**config.mk**
```make
export PLATFORM = sky130hd
export DESIGN_NAME = png_chunk_deframer_crc32_core_flat
export DESIGN_NICKNAME = d
export VERILOG_FILES = /design/src/design/pngcd_pkg.sv /design/src/design/pngcd_in_if.sv /design/src/design/pngcd_out_if.sv /design/src/design/png_chunk_deframer_crc32_core.sv /design/src/design/pngcd_in_stage.sv /design/src/design/pngcd_parser.sv /design/src/design/pngcd_out_stage.sv /design/src/flat_wrapper.sv
export SDC_FILE = /design/constraint.sdc
export NUM_CORES = 1
export LEC_CHECK = 0
export BUFFER_PORTS_ARGS = -buffer_cell sky130_fd_sc_hd__buf_2
export CORE_MARGIN = 1.5
export CORE_UTILIZATION = 40
export CTS_BUF_LIST = sky130_fd_sc_hd__clkbuf_4 sky130_fd_sc_hd__clkbuf_8 sky130_fd_sc_hd__clkbuf_16
export CTS_CLUSTER_DIAMETER = 60
export DETAILED_ROUTE_END_ITERATION = 10
export GPL_TIMING_DRIVEN = 1
export PLACE_DENSITY = 0.55
export SYNTH_ARGS = -nofsm -noshare
export SYNTH_HDL_FRONTEND = slang
export SYNTH_SLANG_ARGS = --single-unit
```
**constraint.sdc**
```tcl
create_clock -name clk -period 29.5 [get_ports clk]
set_input_delay 1.475 -clock clk [delete_from_list [all_inputs] [get_ports clk]]
set_output_delay 1.475 -clock clk [all_outputs]
set_load 0.005 [all_outputs]
```
**src/design/pngcd_pkg.sv**
```systemverilog
package pngcd_pkg;

  localparam int unsigned BYTE_W = 8;
  localparam int unsigned WORD_W = 32;

  localparam logic [WORD_W-1:0] CRC_ALL_ONES  = 32'hFFFF_FFFF;
  localparam logic [WORD_W-1:0] CRC_POLY_REFL = 32'hEDB8_8320;
  localparam logic [WORD_W-1:0] FIELD_BYTES   = 32'd4;

  localparam logic [BYTE_W-1:0] ASCII_UPPER_A = 8'h41;
  localparam logic [BYTE_W-1:0] ASCII_UPPER_Z = 8'h5A;

  typedef struct packed {
    logic [WORD_W-1:0] chunk_length;
    logic [WORD_W-1:0] chunk_type;
    logic              is_critical;
    logic [WORD_W-1:0] data_offset;
    logic [WORD_W-1:0] stored_crc;
    logic [WORD_W-1:0] computed_crc;
    logic              crc_match;
  } pngcd_result_t;

  typedef struct packed {
    logic valid;
    logic pending;
    logic advance;
  } pngcd_stage_ctl_t;

  function automatic logic [WORD_W-1:0] crc32_byte(input logic [WORD_W-1:0] crc_in,
                                                   input logic [BYTE_W-1:0] data);
    logic [WORD_W-1:0] c;
    c = crc_in ^ {{(WORD_W-BYTE_W){1'b0}}, data};
    for (int k = 0; k < BYTE_W; k++) begin
      c = c[0] ? ((c >> 1) ^ CRC_POLY_REFL) : (c >> 1);
    end
    return c;
  endfunction

endpackage

```
**src/design/pngcd_in_if.sv**
```systemverilog
interface pngcd_in_if import pngcd_pkg::*; ();
  logic              valid;
  logic              ready;
  logic [BYTE_W-1:0] stream_byte;

  modport source (output valid, output stream_byte, input ready);
  modport sink   (input valid, input stream_byte, output ready);
endinterface

```
**src/design/pngcd_out_if.sv**
```systemverilog
interface pngcd_out_if import pngcd_pkg::*; ();
  logic              valid;
  logic              ready;
  logic [WORD_W-1:0] chunk_length;
  logic [WORD_W-1:0] chunk_type;
  logic              is_critical;
  logic [WORD_W-1:0] data_offset;
  logic [WORD_W-1:0] stored_crc;
  logic [WORD_W-1:0] computed_crc;
  logic              crc_match;

  modport source (output valid, output chunk_length, output chunk_type, output is_critical,
                  output data_offset, output stored_crc, output computed_crc,
                  output crc_match, input ready);
  modport sink   (input valid, input chunk_length, input chunk_type, input is_critical,
                  input data_offset, input stored_crc, input computed_crc,
                  input crc_match, output ready);
endinterface

```
**src/design/png_chunk_deframer_crc32_core.sv**
```systemverilog
// Channel     Direction  Payload
// in_stream   sink       stream_byte (8 bits)
// out_result  source     chunk_length, chunk_type, is_critical, data_offset,
//                        stored_crc, computed_crc, crc_match
//
// One byte is accepted per cycle unless a stalled result holds the parse stage.
// The last CRC byte is registered in the input stage, then its result is registered in the output stage.
// The byte-wide CRC update in the parse stage sets the cycle time.
// Reset is synchronous and active low and puts the parser at a chunk boundary.
// A stalled result holds the parse stage only when its last CRC byte is waiting.
module png_chunk_deframer_crc32_core import pngcd_pkg::*; (
  input  logic        clk,
  input  logic        rst_n,
  pngcd_in_if.sink    in_stream,
  pngcd_out_if.source out_result
);

  logic              stage_valid;
  logic [BYTE_W-1:0] stage_byte;
  logic              slot_free;
  logic              pending;
  pngcd_result_t     result;
  pngcd_stage_ctl_t  ctl;

  always_comb begin
    ctl.valid   = stage_valid;
    ctl.pending = pending;
    ctl.advance = !stage_valid || !pending || slot_free;
  end

  pngcd_in_stage u_in_stage (
    .clk         (clk),
    .rst_n       (rst_n),
    .in_stream   (in_stream),
    .advance     (ctl.advance),
    .stage_valid (stage_valid),
    .stage_byte  (stage_byte)
  );

  pngcd_parser u_parser (
    .clk         (clk),
    .rst_n       (rst_n),
    .stage_valid (stage_valid),
    .stage_byte  (stage_byte),
    .advance     (ctl.advance),
    .pending     (pending),
    .result      (result)
  );

  pngcd_out_stage u_out_stage (
    .clk        (clk),
    .rst_n      (rst_n),
    .ctl        (ctl),
    .result     (result),
    .slot_free  (slot_free),
    .out_result (out_result)
  );

endmodule

```
**src/design/pngcd_in_stage.sv**
```systemverilog
module pngcd_in_stage import pngcd_pkg::*; (
  input  logic              clk,
  input  logic              rst_n,
  pngcd_in_if.sink          in_stream,
  input  logic              advance,
  output logic              stage_valid,
  output logic [BYTE_W-1:0] stage_byte
);

  logic              valid_r;
  logic              valid_nxt;
  logic [BYTE_W-1:0] byte_r;
  logic              in_fire;

  assign in_stream.ready = !valid_r || advance;
  assign in_fire         = in_stream.valid && in_stream.ready;

  always_comb begin
    valid_nxt = valid_r;
    if (in_fire) begin
      valid_nxt = 1'b1;
    end else if (advance) begin
      valid_nxt = 1'b0;
    end
  end

  always_ff @(posedge clk) begin
    if (!rst_n) begin
      valid_r <= 1'b0;
    end else begin
      valid_r <= valid_nxt;
    end
  end

  always_ff @(posedge clk) begin
    if (in_fire) begin
      byte_r <= in_stream.stream_byte;
    end
  end

  assign stage_valid = valid_r;
  assign stage_byte  = byte_r;

endmodule

```
**src/design/pngcd_parser.sv**
```systemverilog
module pngcd_parser import pngcd_pkg::*; (
  input  logic              clk,
  input  logic              rst_n,
  input  logic              stage_valid,
  input  logic [BYTE_W-1:0] stage_byte,
  input  logic              advance,
  output logic              pending,
  output pngcd_result_t     result
);

  typedef enum logic [1:0] {
    PH_LENGTH = 2'd0,
    PH_TYPE   = 2'd1,
    PH_DATA   = 2'd2,
    PH_CRC    = 2'd3
  } phase_t;

  phase_t            phase_r, phase_nxt;
  logic [WORD_W-1:0] bytes_left_r, bytes_left_nxt;
  logic [WORD_W-1:0] length_r, length_nxt;
  logic [WORD_W-1:0] type_r, type_nxt;
  logic [WORD_W-1:0] crc_r, crc_nxt;
  logic [WORD_W-1:0] stored_crc_r, stored_crc_nxt;
  logic [WORD_W-1:0] pos_r, pos_nxt;
  logic [WORD_W-1:0] offset_r, offset_nxt;
  logic              fire;
  logic              last_byte;
  logic [WORD_W-1:0] crc_upd;
  logic [WORD_W-1:0] stored_full;
  logic [WORD_W-1:0] computed;

  assign fire        = stage_valid && advance;
  assign last_byte   = (bytes_left_r == {{(WORD_W-1){1'b0}}, 1'b1});
  assign pending     = stage_valid && (phase_r == PH_CRC) && last_byte;
  assign crc_upd     = crc32_byte(crc_r, stage_byte);
  assign stored_full = {stored_crc_r[WORD_W-BYTE_W-1:0], stage_byte};
  assign computed    = crc_r ^ CRC_ALL_ONES;

  always_comb begin
    result.chunk_length = length_r;
    result.chunk_type   = type_r;
    result.is_critical  = (type_r[WORD_W-1 -: BYTE_W] >= ASCII_UPPER_A) &&
                          (type_r[WORD_W-1 -: BYTE_W] <= ASCII_UPPER_Z);
    result.data_offset  = offset_r;
    result.stored_crc   = stored_full;
    result.computed_crc = computed;
    result.crc_match    = (stored_full == computed);
  end

  always_comb begin
    phase_nxt      = phase_r;
    bytes_left_nxt = bytes_left_r;
    length_nxt     = length_r;
    type_nxt       = type_r;
    crc_nxt        = crc_r;
    stored_crc_nxt = stored_crc_r;
    pos_nxt        = pos_r;
    offset_nxt     = offset_r;
    if (fire) begin
      pos_nxt        = pos_r + WORD_W'(1);
      bytes_left_nxt = bytes_left_r - WORD_W'(1);
      case (phase_r)
        PH_LENGTH: begin
          length_nxt = {length_r[WORD_W-BYTE_W-1:0], stage_byte};
          if (last_byte) begin
            phase_nxt      = PH_TYPE;
            bytes_left_nxt = FIELD_BYTES;
            crc_nxt        = CRC_ALL_ONES;
          end
        end
        PH_TYPE: begin
          type_nxt = {type_r[WORD_W-BYTE_W-1:0], stage_byte};
          crc_nxt  = crc_upd;
          if (last_byte) begin
            offset_nxt = pos_r + WORD_W'(1);
            if (length_r == '0) begin
              phase_nxt      = PH_CRC;
              bytes_left_nxt = FIELD_BYTES;
            end else begin
              phase_nxt      = PH_DATA;
              bytes_left_nxt = length_r;
            end
          end
        end
        PH_DATA: begin
          crc_nxt = crc_upd;
          if (last_byte) begin
            phase_nxt      = PH_CRC;
            bytes_left_nxt = FIELD_BYTES;
          end
        end
        PH_CRC: begin
          stored_crc_nxt = stored_full;
          if (last_byte) begin
            phase_nxt      = PH_LENGTH;
            bytes_left_nxt = FIELD_BYTES;
          end
        end
        default: begin
          phase_nxt = PH_LENGTH;
        end
      endcase
    end
  end

  always_ff @(posedge clk) begin
    if (!rst_n) begin
      phase_r      <= PH_LENGTH;
      bytes_left_r <= FIELD_BYTES;
      length_r     <= '0;
      type_r       <= '0;
      crc_r        <= CRC_ALL_ONES;
      stored_crc_r <= '0;
      pos_r        <= '0;
      offset_r     <= '0;
    end else begin
      phase_r      <= phase_nxt;
      bytes_left_r <= bytes_left_nxt;
      length_r     <= length_nxt;
      type_r       <= type_nxt;
      crc_r        <= crc_nxt;
      stored_crc_r <= stored_crc_nxt;
      pos_r        <= pos_nxt;
      offset_r     <= offset_nxt;
    end
  end

endmodule

```
**src/design/pngcd_out_stage.sv**
```systemverilog
module pngcd_out_stage import pngcd_pkg::*; (
  input  logic             clk,
  input  logic             rst_n,
  input  pngcd_stage_ctl_t ctl,
  input  pngcd_result_t    result,
  output logic             slot_free,
  pngcd_out_if.source      out_result
);

  logic          valid_r;
  logic          valid_nxt;
  pngcd_result_t data_r;
  logic          load;

  assign slot_free = !valid_r || out_result.ready;
  assign load      = ctl.valid && ctl.pending && ctl.advance;

  always_comb begin
    valid_nxt = valid_r;
    if (load) begin
      valid_nxt = 1'b1;
    end else if (out_result.ready) begin
      valid_nxt = 1'b0;
    end
  end

  always_ff @(posedge clk) begin
    if (!rst_n) begin
      valid_r <= 1'b0;
    end else begin
      valid_r <= valid_nxt;
    end
  end

  always_ff @(posedge clk) begin
    if (load) begin
      data_r <= result;
    end
  end

  assign out_result.valid        = valid_r;
  assign out_result.chunk_length = data_r.chunk_length;
  assign out_result.chunk_type   = data_r.chunk_type;
  assign out_result.is_critical  = data_r.is_critical;
  assign out_result.data_offset  = data_r.data_offset;
  assign out_result.stored_crc   = data_r.stored_crc;
  assign out_result.computed_crc = data_r.computed_crc;
  assign out_result.crc_match    = data_r.crc_match;

endmodule

```
**src/flat_wrapper.sv**
```systemverilog
// flat-port wrapper written by rule: the top's interface ports become plain ports
module png_chunk_deframer_crc32_core_flat import pngcd_pkg::*;
  (clk, rst_n, in_stream_valid, in_stream_stream_byte, in_stream_ready, out_result_valid, out_result_chunk_length, out_result_chunk_type, out_result_is_critical, out_result_data_offset, out_result_stored_crc, out_result_computed_crc, out_result_crc_match, out_result_ready);
  pngcd_in_if in_stream_i ();
  pngcd_out_if out_result_i ();
  input  logic clk;
  input  logic rst_n;
  input wire logic [$bits(in_stream_i.valid)-1:0] in_stream_valid;
  input wire logic [$bits(in_stream_i.stream_byte)-1:0] in_stream_stream_byte;
  output wire logic [$bits(in_stream_i.ready)-1:0] in_stream_ready;
  output wire logic [$bits(out_result_i.valid)-1:0] out_result_valid;
  output wire logic [$bits(out_result_i.chunk_length)-1:0] out_result_chunk_length;
  output wire logic [$bits(out_result_i.chunk_type)-1:0] out_result_chunk_type;
  output wire logic [$bits(out_result_i.is_critical)-1:0] out_result_is_critical;
  output wire logic [$bits(out_result_i.data_offset)-1:0] out_result_data_offset;
  output wire logic [$bits(out_result_i.stored_crc)-1:0] out_result_stored_crc;
  output wire logic [$bits(out_result_i.computed_crc)-1:0] out_result_computed_crc;
  output wire logic [$bits(out_result_i.crc_match)-1:0] out_result_crc_match;
  input wire logic [$bits(out_result_i.ready)-1:0] out_result_ready;
  assign in_stream_i.valid = in_stream_valid;
  assign in_stream_i.stream_byte = in_stream_stream_byte;
  assign in_stream_ready = in_stream_i.ready;
  assign out_result_valid = out_result_i.valid;
  assign out_result_chunk_length = out_result_i.chunk_length;
  assign out_result_chunk_type = out_result_i.chunk_type;
  assign out_result_is_critical = out_result_i.is_critical;
  assign out_result_data_offset = out_result_i.data_offset;
  assign out_result_stored_crc = out_result_i.stored_crc;
  assign out_result_computed_crc = out_result_i.computed_crc;
  assign out_result_crc_match = out_result_i.crc_match;
  assign out_result_i.ready = out_result_ready;
  png_chunk_deframer_crc32_core u_core (.clk(clk), .rst_n(rst_n), .in_stream(in_stream_i), .out_result(out_result_i));
endmodule
```
# Word-level counts from Yosys, hierarchy flattened
# Cells that the tools add are included.
[totals]
register_bits = 390
latch_bits = 0
ramBits = 0
mem_bits_ro = 0
in_bits = 12
output_inout_bits = 164
elab_cells = 92
n_memories = 0
[classes]
add_sub_neg = 2
mul = 0
div_mod_pow = 0
order_cmp = 2
n_eq_ne = 9
shift = 0
mux = 24
n_bitwise = 10
reduce_logical = 27
[op_table]
columns = ["op", "n"]
rows = [
  ["$mux 32", 12],
  ["$pmux 32 s2", 2],
  ["$not 13->14", 8],
  ["$add 32x1->32 const B", 1],
  ["$eq 32x1->1 const B", 1],
  ["$eq 32x32->1", 1],
  ["$logic_not 32->1", 1],
  ["$not 32->32", 1],
  ["$sub 32x1->32 const B", 1],
  ["$xor 32x8->32", 1],
  ["$ge 8x7->1 const B", 1],
  ["$le 8x7->1 const B", 1],
  ["$mux 2", 4],
  ["$ne 2x2->1 const B", 4],
  ["$pmux 2 s4", 1],
  ["$logic_and 1x1->1", 7],
  ["$reduce_and 2->1", 3],
  ["$reduce_and 3->1", 2],
  ["$reduce_bool 2->1", 3],
  ["$mux 1", 5],
  ["$reduce_and 5->1", 1],
  ["$eq 2x2->1 const B", 2],
  ["$logic_or 1x1->1", 4],
  ["$logic_not 1->1", 3],
  ["other kinds (4)", 4],
]

# Longest topological paths before layout
# Gate-level depths: netlist (run 1).
[depth]
ltp_word = 18
depth_mapped = 11
mapped_depth_nobuf = 8

# By module
# From an unflattened synthesis (run 1), not the netlist that was laid out.
[hier_totals]
hier_cells = 1528
hier_area_um2 = 16064.2
[by_module_without_submodules]
columns = ["module", "instances", "cells_per_inst", "area_each_um2", "seq_area_each_um2"]
rows = [
  ["pngcd_parser", 1, 1347, 10840.4, 4364.2],
  ["pngcd_out_stage", 1, 167, 4918.5, 4884.7],
  ["pngcd_in_stage", 1, 13, 297.8, 260.2],
  ["png_chunk_deframer_crc32_core", 1, 1, 7.5, 0.0],
]

# Worst setup path after synthesis (run 1)
# OpenSTA, ideal clock, no wires.
[synth_timing]
path_type = "input port to flip-flop"
startpoint = "in out_result_ready"
endpoint = "reg u_core.u_out_stage.data_r (netlist bit u_core.u_out_stage.out_result.chunk_length[0]) (enable)"
setup_time_ns = 0.883
t_arrival_ns = 12.606
required_ns = 28.617
path_slack_ns = 16.011
path_stages = 3
path_buffers = 1
cell_sequence = "nor2b_1 clkbuf_1 nor3_1"
[synth_between]
elab_chain_len = 3
[synth_rtl]
columns = ["element", "line_no", "rtl"]
rows = [
  ["start: declaration", "flat_wrapper.sv:19", "input wire logic [$bits(out_result_i.ready)-1:0] out_result_ready;"],
  ["$logic_or 1x1->1", "pngcd_out_stage.sv:15", "assign slot_free = !valid_r || out_result.ready;"],
  ["$logic_or 1x1->1", "png_chunk_deframer_crc32_core.sv:28", "ctl.advance = !stage_valid || !pending || slot_free;"],
  ["$logic_and 1x1->1", "pngcd_out_stage.sv:16", "assign load = ctl.valid && ctl.pending && ctl.advance;"],
  ["net u_core.u_out_stage.load", "pngcd_out_stage.sv:13", "logic load;"],
  ["end signal: assignment", "pngcd_out_stage.sv:37", "data_r <= result;"],
  ["end: declaration", "pngcd_out_stage.sv:12", "pngcd_result_t data_r;"],
]
# The timed path passes the listed nets, and every way through them passes these cells.
# A chain may end at the register's enable or synchronous reset.

# Final worst setup path (run 1)
[layout_timing]
startpoint = "reg u_core.u_parser.bytes_left_r[16]"
endpoint = "out in_stream_ready"
[layout_between]
elab_chain_len = 6
[layout_rtl]
columns = ["element", "line_no", "rtl"]
rows = [
  ["start: declaration", "pngcd_parser.sv:19", "logic [WORD_W-1:0] bytes_left_r, bytes_left_nxt;"],
  ["start signal: assignment", "pngcd_parser.sv:118", "bytes_left_r <= bytes_left_nxt;"],
  ["$eq 32x1->1", "pngcd_parser.sv:33", "assign last_byte = (bytes_left_r == {{(WORD_W-1){1'b0}}, 1'b1});"],
  ["$logic_and 1x1->1", "pngcd_parser.sv:34", "assign pending = stage_valid && (phase_r == PH_CRC) && last_byte;"],
  ["$logic_not 1->1", "png_chunk_deframer_crc32_core.sv:28", ""],
  ["$logic_or 1x1->1 (2 in series)", "png_chunk_deframer_crc32_core.sv:28", ""],
  ["$logic_or 1x1->1", "pngcd_in_stage.sv:15", "assign in_stream.ready = !valid_r || advance;"],
  ["end: declaration", "flat_wrapper.sv:10", "output wire logic [$bits(in_stream_i.ready)-1:0] in_stream_ready;"],
]
# Every way passes these cells.

==> results of run 1 <==
-- per-layer routing --
metal	vias to the layer above	routed length [um]	part of all wire (%)	global-route usage, %
met1	5607	20100	49	29.0
li1	5623	-	-	-
met2	278	18200	44	29.5
met3	53	2130	5.2	3.80
met5	-	0	0	0
met4	0	693	1.7	5.41
-- final cells by class --
| type | count | area, sq um | share of cell area [%] |
|---|---|---|---|
| flip-flops and latches | 390 | 9510 | 49.8 |
| multi-input cells | 990 | 6200 | 32.5 |
| inverters | 51 | 196 | 1.03 |
| well taps | 525 | 657 | 3.44 |
| repair buffers | 188 | 973 | 5.10 |
| clock buffers | 67 | 1380 | 7.20 |
| clock inverters | 15 | 180 | 0.944 |
-- registers in the layout, indices dropped and copies added (netlist names), 2 cells and up --
name and count:
u_core.u_parser.pos_r 32, u_core.u_in_stage.stage_byte 8, u_core.u_parser.crc_r 32, u_core.u_out_stage.out_result.data_offset 32, u_core.u_out_stage.out_result.stored_crc 32, u_core.u_parser.type_r 32
u_core.u_out_stage.out_result.computed_crc 32, u_core.u_parser.phase_r 2, u_core.u_parser.stored_crc_r 24, u_core.u_parser.bytes_left_r 32, u_core.u_parser.offset_r 32, u_core.u_out_stage.out_result.chunk_length 32
u_core.u_out_stage.out_result.chunk_type 32, u_core.u_parser.length_r 32
-- critical path: cells and delay by family, from the launching register on --
family	cells	cell delay, ns
buffers and inverters	1	0.21
and+or+nand+nor	5	1.96
DFF	1	0.35
-- kinds of logic (layout without fill, tap and decap cells) --
group	after synthesis	after routing
simple gates	526	526
flops	390	390
compound gates	262	262
xor+xnor	155	155
buf+inv	132	321
mux	37	37
fa+ha+maj	10	10
-- per-stage QoR --
stage | utilization [%] | setup slack, ns | total power, mW
2_1_floorplan | - | 16.01 | 0.628
3_3_place_gp | 43.9 | 25.47 | 0.643
3_5_place_dp | 43.9 | 25.47 | 0.643
4_1_cts | 47.8 | 24.97 | 1.22
5_1_grt | 47.8 | 24.72 | 1.25
6_report | 47.8 | 24.95 | 1.21
-- cell usage after synthesis, types with 3 or more instances --
cell type,number
dfxtp_1,220
nand2_1,206
edfxtp_1,170
a21oi_1,122
nor2_1,105
xnor2_1,98
o21ai_0,52
inv_1,50
clkbuf_1,49
xor2_1,44
nor3_1,43
mux2i_1,36
nand3_1,28
nor4_1,28
nand4_1,22
and3_1,20
buf_2,20
a211oi_2,15
a211o_1,14
a211oi_1,14
or3_1,14
and2_1,13
ha_1,10
o21a_1,8
a31oi_1,7
buf_4,7
o22ai_1,7
o21ai_1,6
or4_1,6
xnor2_2,6
buf_6,5
and4_1,4
nand2b_1,4
nand3_2,4
nor4_2,4
or2_2,4
a21o_1,3
a22oi_1,3
nor4b_1,3
xor2_2,3
-- final timing paths --
check	to	slack [ns]	startpoint	cells after the start
max	in_stream_ready	24.95	u_core.u_parser.bytes_left_r[16]$_SDFFE_PN0N_	6
min reg2reg	u_core.u_out_stage.out_result.data_offset[29]$_DFFE_PP_	0.43	u_core.u_parser.offset_r[29]$_SDFFE_PN0P_	0
max reg2reg	u_core.u_out_stage.out_result.data_offset[14]$_DFFE_PP_	25.48	u_core.u_parser.bytes_left_r[16]$_SDFFE_PN0N_	6
min	u_core.u_out_stage.out_result.data_offset[29]$_DFFE_PP_	0.43	u_core.u_parser.offset_r[29]$_SDFFE_PN0P_	0
-- cell usage in the layout (no fill, tap or decap), drive strengths merged, types with 10 or more instances in the layout --
master / count
dfxtp: 220
nand2: 206
nor2: 106
buf: 188
xor2: 48
a21oi: 122
xnor2: 105
inv: 55
a211oi: 29
clkbuf: 67
nor4: 34
o21ai: 58
nand3: 33
and3: 20
mux2i: 36
ha: 10
nor3: 45
nand4: 22
and2: 15
a211o: 14
or3: 14
edfxtp: 170
-- report_power, final --
part | internal, mW | switching, mW
Clock | 0.351 | 0.222
Combinational | 0.0240 | 0.0381
Sequential | 0.563 | 0.00706
Total | 0.938 | 0.267
==> summary.md, run 1 <==
| Metric | Value |
|---|---|
| DR iter-0 viols | `830` |
| Static Leakage | `about 7.2 nW` |
| Status | `finished, final reports clean` |
| CTS root buf | `clkbuf_16` |
| Register area share after synthesis | `~58%` |
| CP max-delay cell | `or3_1` |
| Yosys top cell area share | `31.4%` |
| Port buffer count | `175` |
| Die footprint | `between 40000 and 50000 sq um` |
| Mapped Cells | `approximately 1500` |
| Peak supply drop | `roughly 0.034 mV` |
| Clock-pin slew on the worst setup and hold paths | `around 0.06 ns` |
| DP HPWL | `around 27000 um` |
| Vert. Die Dim | `roughly 200 um` |
| Number of max-cap violations | `0` |
| Number of fill cells in the layout | `approximately 3700` |
| Post-route DRC | `0` |
| Core Area | `39900 sq um` |
| Via-per-instance ratio | `5.19` |
| Crit-path max FO | `14` |
| CP peak stage delay | `0.61 ns` |
| Number of setup buffers added after CTS | `0` |
| Hold Slack | `roughly 0.43 ns` |
| Initial Util | `between 40% and 50%` |
| Crit path launch type | `flip-flop` |
| Synthesized Nets | `between 1500 and 2000` |
| Rel. slew slack | `between 10% and 20%` |
| Total global-route track usage | `around 20%` |
| Setup crit end kind | `primary output` |
| Final setup skew | `~0.022 ns` |
| Cell Chain, Critical Path | `nor4_1, nand3_1, or3_1, nor2_1, nand2_1, buf_2` |
| First-pass GRT wire length | `approximately 64000 um` |
| CTS buffer count | `44` |
| CTS Hold Bufs | `0` |
| CTS max path bufs | `3` |
| Post-CTS Resized | `0` |
| Mux share of post-synthesis cell area | `under 10%` |
| CTS H-tree depth | `2` |
| P per Cell Area | `approximately 63 nW/um^2` |
| Top cells by area, synth | `edfxtp_1 31%, dfxtp_1 27%, xnor2_1 5.3%` |
| Final Hold Viols | `0` |
| Worst-Skew Late Latency | `~0.57 ns` |
| Final number of max-transition violations | `0` |
| Initial antenna violation count | `0` |
| Maximum clock rate | `between 0.2 and 0.25 GHz` |
| EDFF count, synth | `170` |
| Routed WL | `about 41000 um` |
| TNS Setup | `0 ns` |
| WP data required | `roughly 28 ns` |
| Area growth syn-to-layout | `17.4%` |
| Num Clock Sinks | `390` |
| Pin slew with the least headroom to its limit | `between 1 and 1.5 ns` |
| Wire per inst | `between 15 and 20 um` |
| Fin cells | `2226` |
| Ys flop type | `dfxtp_1` |
| Main combinational cell family by area after synthesis | `simple AND/OR/NAND/NOR gates` |
| Die W | `about 200 um` |
| Post-synthesis xor/xnor area fraction | `a little under a tenth` |
| Largest area contributor in the netlist | `edfxtp_1` |
| Synthesized area per cell | `between 10 and 15 sq um` |
| ANT cells | `0` |
| CP Data Arrival Time | `a little over 3 ns` |
| Synth Cell Area | `16300 sq um` |
| RSZ-0062 raised after global routing | `no` |
| WS Path Type | `flip-flop to primary output` |
| Final Cell Area | `between 15000 and 20000 sq um` |
| CTS tree | `yes` |
| #FFs+latches synth | `390` |
| I/O pin count | `approximately 180` |
| Largest net degree at the start of global routing | `between 90 and 100` |
| Final Cycle Share | `approximately 15%` |
| Placed Instance Area | `roughly 18000 sq um` |
| Synth Area in Compound Gates | `9.96%` |
| Total number of vias | `roughly 12000` |
| Post-synthesis cell type count | `between 60 and 70` |
| Ys async rst share | `0%` |
| Layout cells sized above 1 | `between 15 and 20%` |
| Min-delay worst type | `flip-flop to flip-flop` |
| Final min period | `around 4.6 ns` |
| Final Setup Violations | `0` |
| Adder-cell share of the synthesized area | `less than 1%` |
| Grt ovf | `0` |
| Drt first pass iters | `5` |
| Final antenna-violating net count | `0` |
| Vias in the first global route | `around 11000` |
| YS warnings | `0` |
| Post-synthesis simple-gate area fraction | `15.8%` |
| Nets | `1687` |
| RD Place Congestion | `roughly 0.85` |
| Site Rows | `73` |
| Dpl cells | `2144` |
Note: power is estimated with default switching activity, not from simulation.
==> run 2, diff against run 1 <==
==> constraint.sdc (replaced) <==
create_clock -name clk -period 4.5 [get_ports clk]
set_input_delay 0.225 -clock clk [delete_from_list [all_inputs] [get_ports clk]]
set_output_delay 0.225 -clock clk [all_outputs]
set_load 0.005 [all_outputs]
==> run 2 against run 1 <==
  * Sequential power increased to 6.6 times the previous value
  * Combinational power increased to 6.8 times the previous value
  * Clock-buffer cell count decreased by 9
  * First-iteration DRC count increased by 2.3%
  * Wire length increased by 1.1%
  * Critical path depth unchanged
  * Total power increased to 6.2 times the previous value
  * Non-clock buffer count increased by 14
  * Highest routed layer unchanged
==> summary.md, run 2 (synthesis results as in run 1) <==
| Metric | Value |
|---|---|
| Status | `finished, final reports clean` |
| Grt ovf | `0` |
| Combinational share of power | `5.6%` |
| Placed Instance Area | `17600 sq um` |
| WP data required | `about 4.3 ns` |
| Number of setup buffers added after CTS | `0` |
| Post-CTS Resized | `0` |
| Number of max-cap violations | `0` |
| Initial Util | `roughly 41%` |
| Cell Chain, Critical Path | `nor4_1, nand4_1, or3_4, nor2_1, nand2_1, buf_2` |
| RSZ-0062 raised after global routing | `no` |
| Static Leakage | `around 7.2 nW` |
| Clock power frac | `44.6%` |
| Area growth syn-to-layout | `17.3%` |
| Layout cells sized above 1 | `roughly 19%` |
| Via-per-instance ratio | `between 5 and 6` |
| ANT cells | `0` |
| Nets | `between 1500 and 2000` |
| CTS Hold Bufs | `9` |
| CP Data Arrival Time | `between 3 and 4 ns` |
| Peak supply drop | `about 0.21 mV` |
| Maximum clock rate | `approximately 0.30 GHz` |
| P per Cell Area | `between 300 and 400 nW/um^2` |
| I/O pin count | `approximately 180` |
| Die footprint | `41900 sq um` |
| WS Path Type | `flip-flop to primary output` |
| CTS tree | `yes` |
| Final antenna-violating net count | `0` |
| CTS H-tree depth | `2` |
| CTS buffer count | `41` |
| Final core occ | `approximately 48%` |
| CTS root buf | `clkbuf_16` |
| Setup crit end kind | `primary output` |
| Total number of vias | `~12000` |
| Crit-path max FO | `7` |
| Register share of total power | `roughly 50%` |
| Pin slew with the least headroom to its limit | `1.27 ns` |
| Final setup skew | `around 0.026 ns` |
| Vert. Die Dim | `205 um` |
| Final Hold Viols | `0` |
| RD Place Congestion | `0.845` |
| NetSw | `around 1.7 mW` |
| Final Cycle Share | `about three quarters` |
| Post-route DRC | `0` |
| Rel. slew slack | `about 16%` |
| Drt first pass iters | `5` |
| Clock-pin slew on the worst setup and hold paths | `roughly 0.060 ns` |
| Port buffer count | `approximately 180` |
| Final number of max-transition violations | `0` |
| Final Cell Area | `approximately 19000 sq um` |
| Number of fill cells in the layout | `3673` |
| DR iter-0 viols | `~850` |
| Internal power | `between 5 and 6 mW` |
| Worst-Skew Late Latency | `0.58 ns` |
| Die W | `approximately 200 um` |
| Routed WL | `41700 um` |
| CP peak stage delay | `around 0.7 ns` |
| Site Rows | `between 70 and 80` |
| Crit path launch type | `flip-flop` |
| Num Clock Sinks | `between 300 and 400` |
| CP max-delay cell | `nor4_1` |
| Sw frac | `a little under a quarter` |
| Wire per inst | `18.7 um` |
| Vias in the first global route | `between 10000 and 15000` |
| First-pass GRT wire length | `63900 um` |
| Largest net degree at the start of global routing | `about 130` |
| Core Area | `39900 sq um` |
| Final Setup Violations | `0` |
| Min-delay worst type | `input port to flip-flop` |
| Crit path max-delay family | `simple AND/OR/NAND/NOR gates` |
| Commonest non-fill, non-tap cells in the layout | `217 x dfxtp_1, 206 x nand2_1, 175 x buf_2` |
| Commonest non-fill, non-tap cell in the layout | `dfxtp_1` |
| CTS max path bufs | `3` |
| Initial antenna violation count | `1` |
| Total global-route track usage | `between 10% and 20%` |
| Worst Path Buf+Inv | `1` |
| Final min period | `between 3 and 4 ns` |
| DP HPWL | `approximately 27000 um` |
==> run 2: changes by cell type in the layout (fill, tap and decap cells not counted), sizes merged <==
cell,change
dlygate4sd3,+9
inv,-3
buf,+5
clkinv,+8
clkbuf,-9
bufinv,-2
==> run 2: worst min-delay path: cells and delay by family <==
| family | cells | cell delay [ns] |
|---|---|---|
| buffers and inverters | 2 | 0.27 |
| AOI/OAI and AO/OA | 1 | 0.19 |
| and+or+nand+nor | 1 | 0.05 |
==> run 2: area by class of cell <==
cell class	count	area [sq um]	share of cell area (%)
flip-flops and latches	390	9510	49.9
multi-input cells	990	6250	32.8
clock buffers	58	1180	6.21
repair buffers	202	1110	5.84
well taps	525	657	3.44
inverters	51	196	1.03
clock inverters	18	163	0.852
==> run 2: power groups by stage <==
stage	clock network, mW	registers [mW]	logic (mW)
2_1_floorplan	0	3.79	0.330
3_3_place_gp	0	3.82	0.412
3_5_place_dp	0	3.82	0.413
4_1_cts	3.44	3.74	0.421
5_1_grt	3.57	3.74	0.461
6_report	3.35	3.74	0.420
==> run 2: worst paths after layout <==
kind                                                  from                                                        to  slack (ns)  cells past startpoint
max          u_core.u_parser.bytes_left_r[26]$_SDFFE_PN0N_                                           in_stream_ready        1.18                      6
min                                       out_result_ready          u_core.u_out_stage.out_result.valid$_SDFFE_PN0P_        0.21                      4
max reg2reg  u_core.u_parser.bytes_left_r[26]$_SDFFE_PN0N_  u_core.u_out_stage.out_result.chunk_length[15]$_DFFE_PP_        1.36                      5
min reg2reg      u_core.u_parser.offset_r[28]$_SDFFE_PN0P_   u_core.u_out_stage.out_result.data_offset[28]$_DFFE_PP_        0.43                      0
==> run 2: per-stage QoR <==
stage          hold slack (ns)  total power [mW]  worst slack, ns  std cells  setup TNS (ns)
4_1_cts                  0.179              7.60             1.21       2234               0
5_1_grt                  0.190              7.77             1.03       2234               0
3_3_place_gp             0.407              4.23             1.48       2149               0
2_1_floorplan            0.324              4.12            -1.32       1512         -214.32
3_5_place_dp             0.410              4.23             1.42       2149               0
6_report                 0.212              7.51             1.18       2234               0
==> run 2: layer usage <==
layer | vias to the layer above | track usage, % | share of wire, % | wire length (um)
met3 | 61 | 3.67 | 5.4 | 2250
met1 | 5582 | 28.7 | 49 | 20300
met2 | 306 | 29.8 | 44 | 18300
li1 | 5657 | - | - | -
met4 | 0 | 5.30 | 1.9 | 779
met5 | - | 0 | 0 | 0
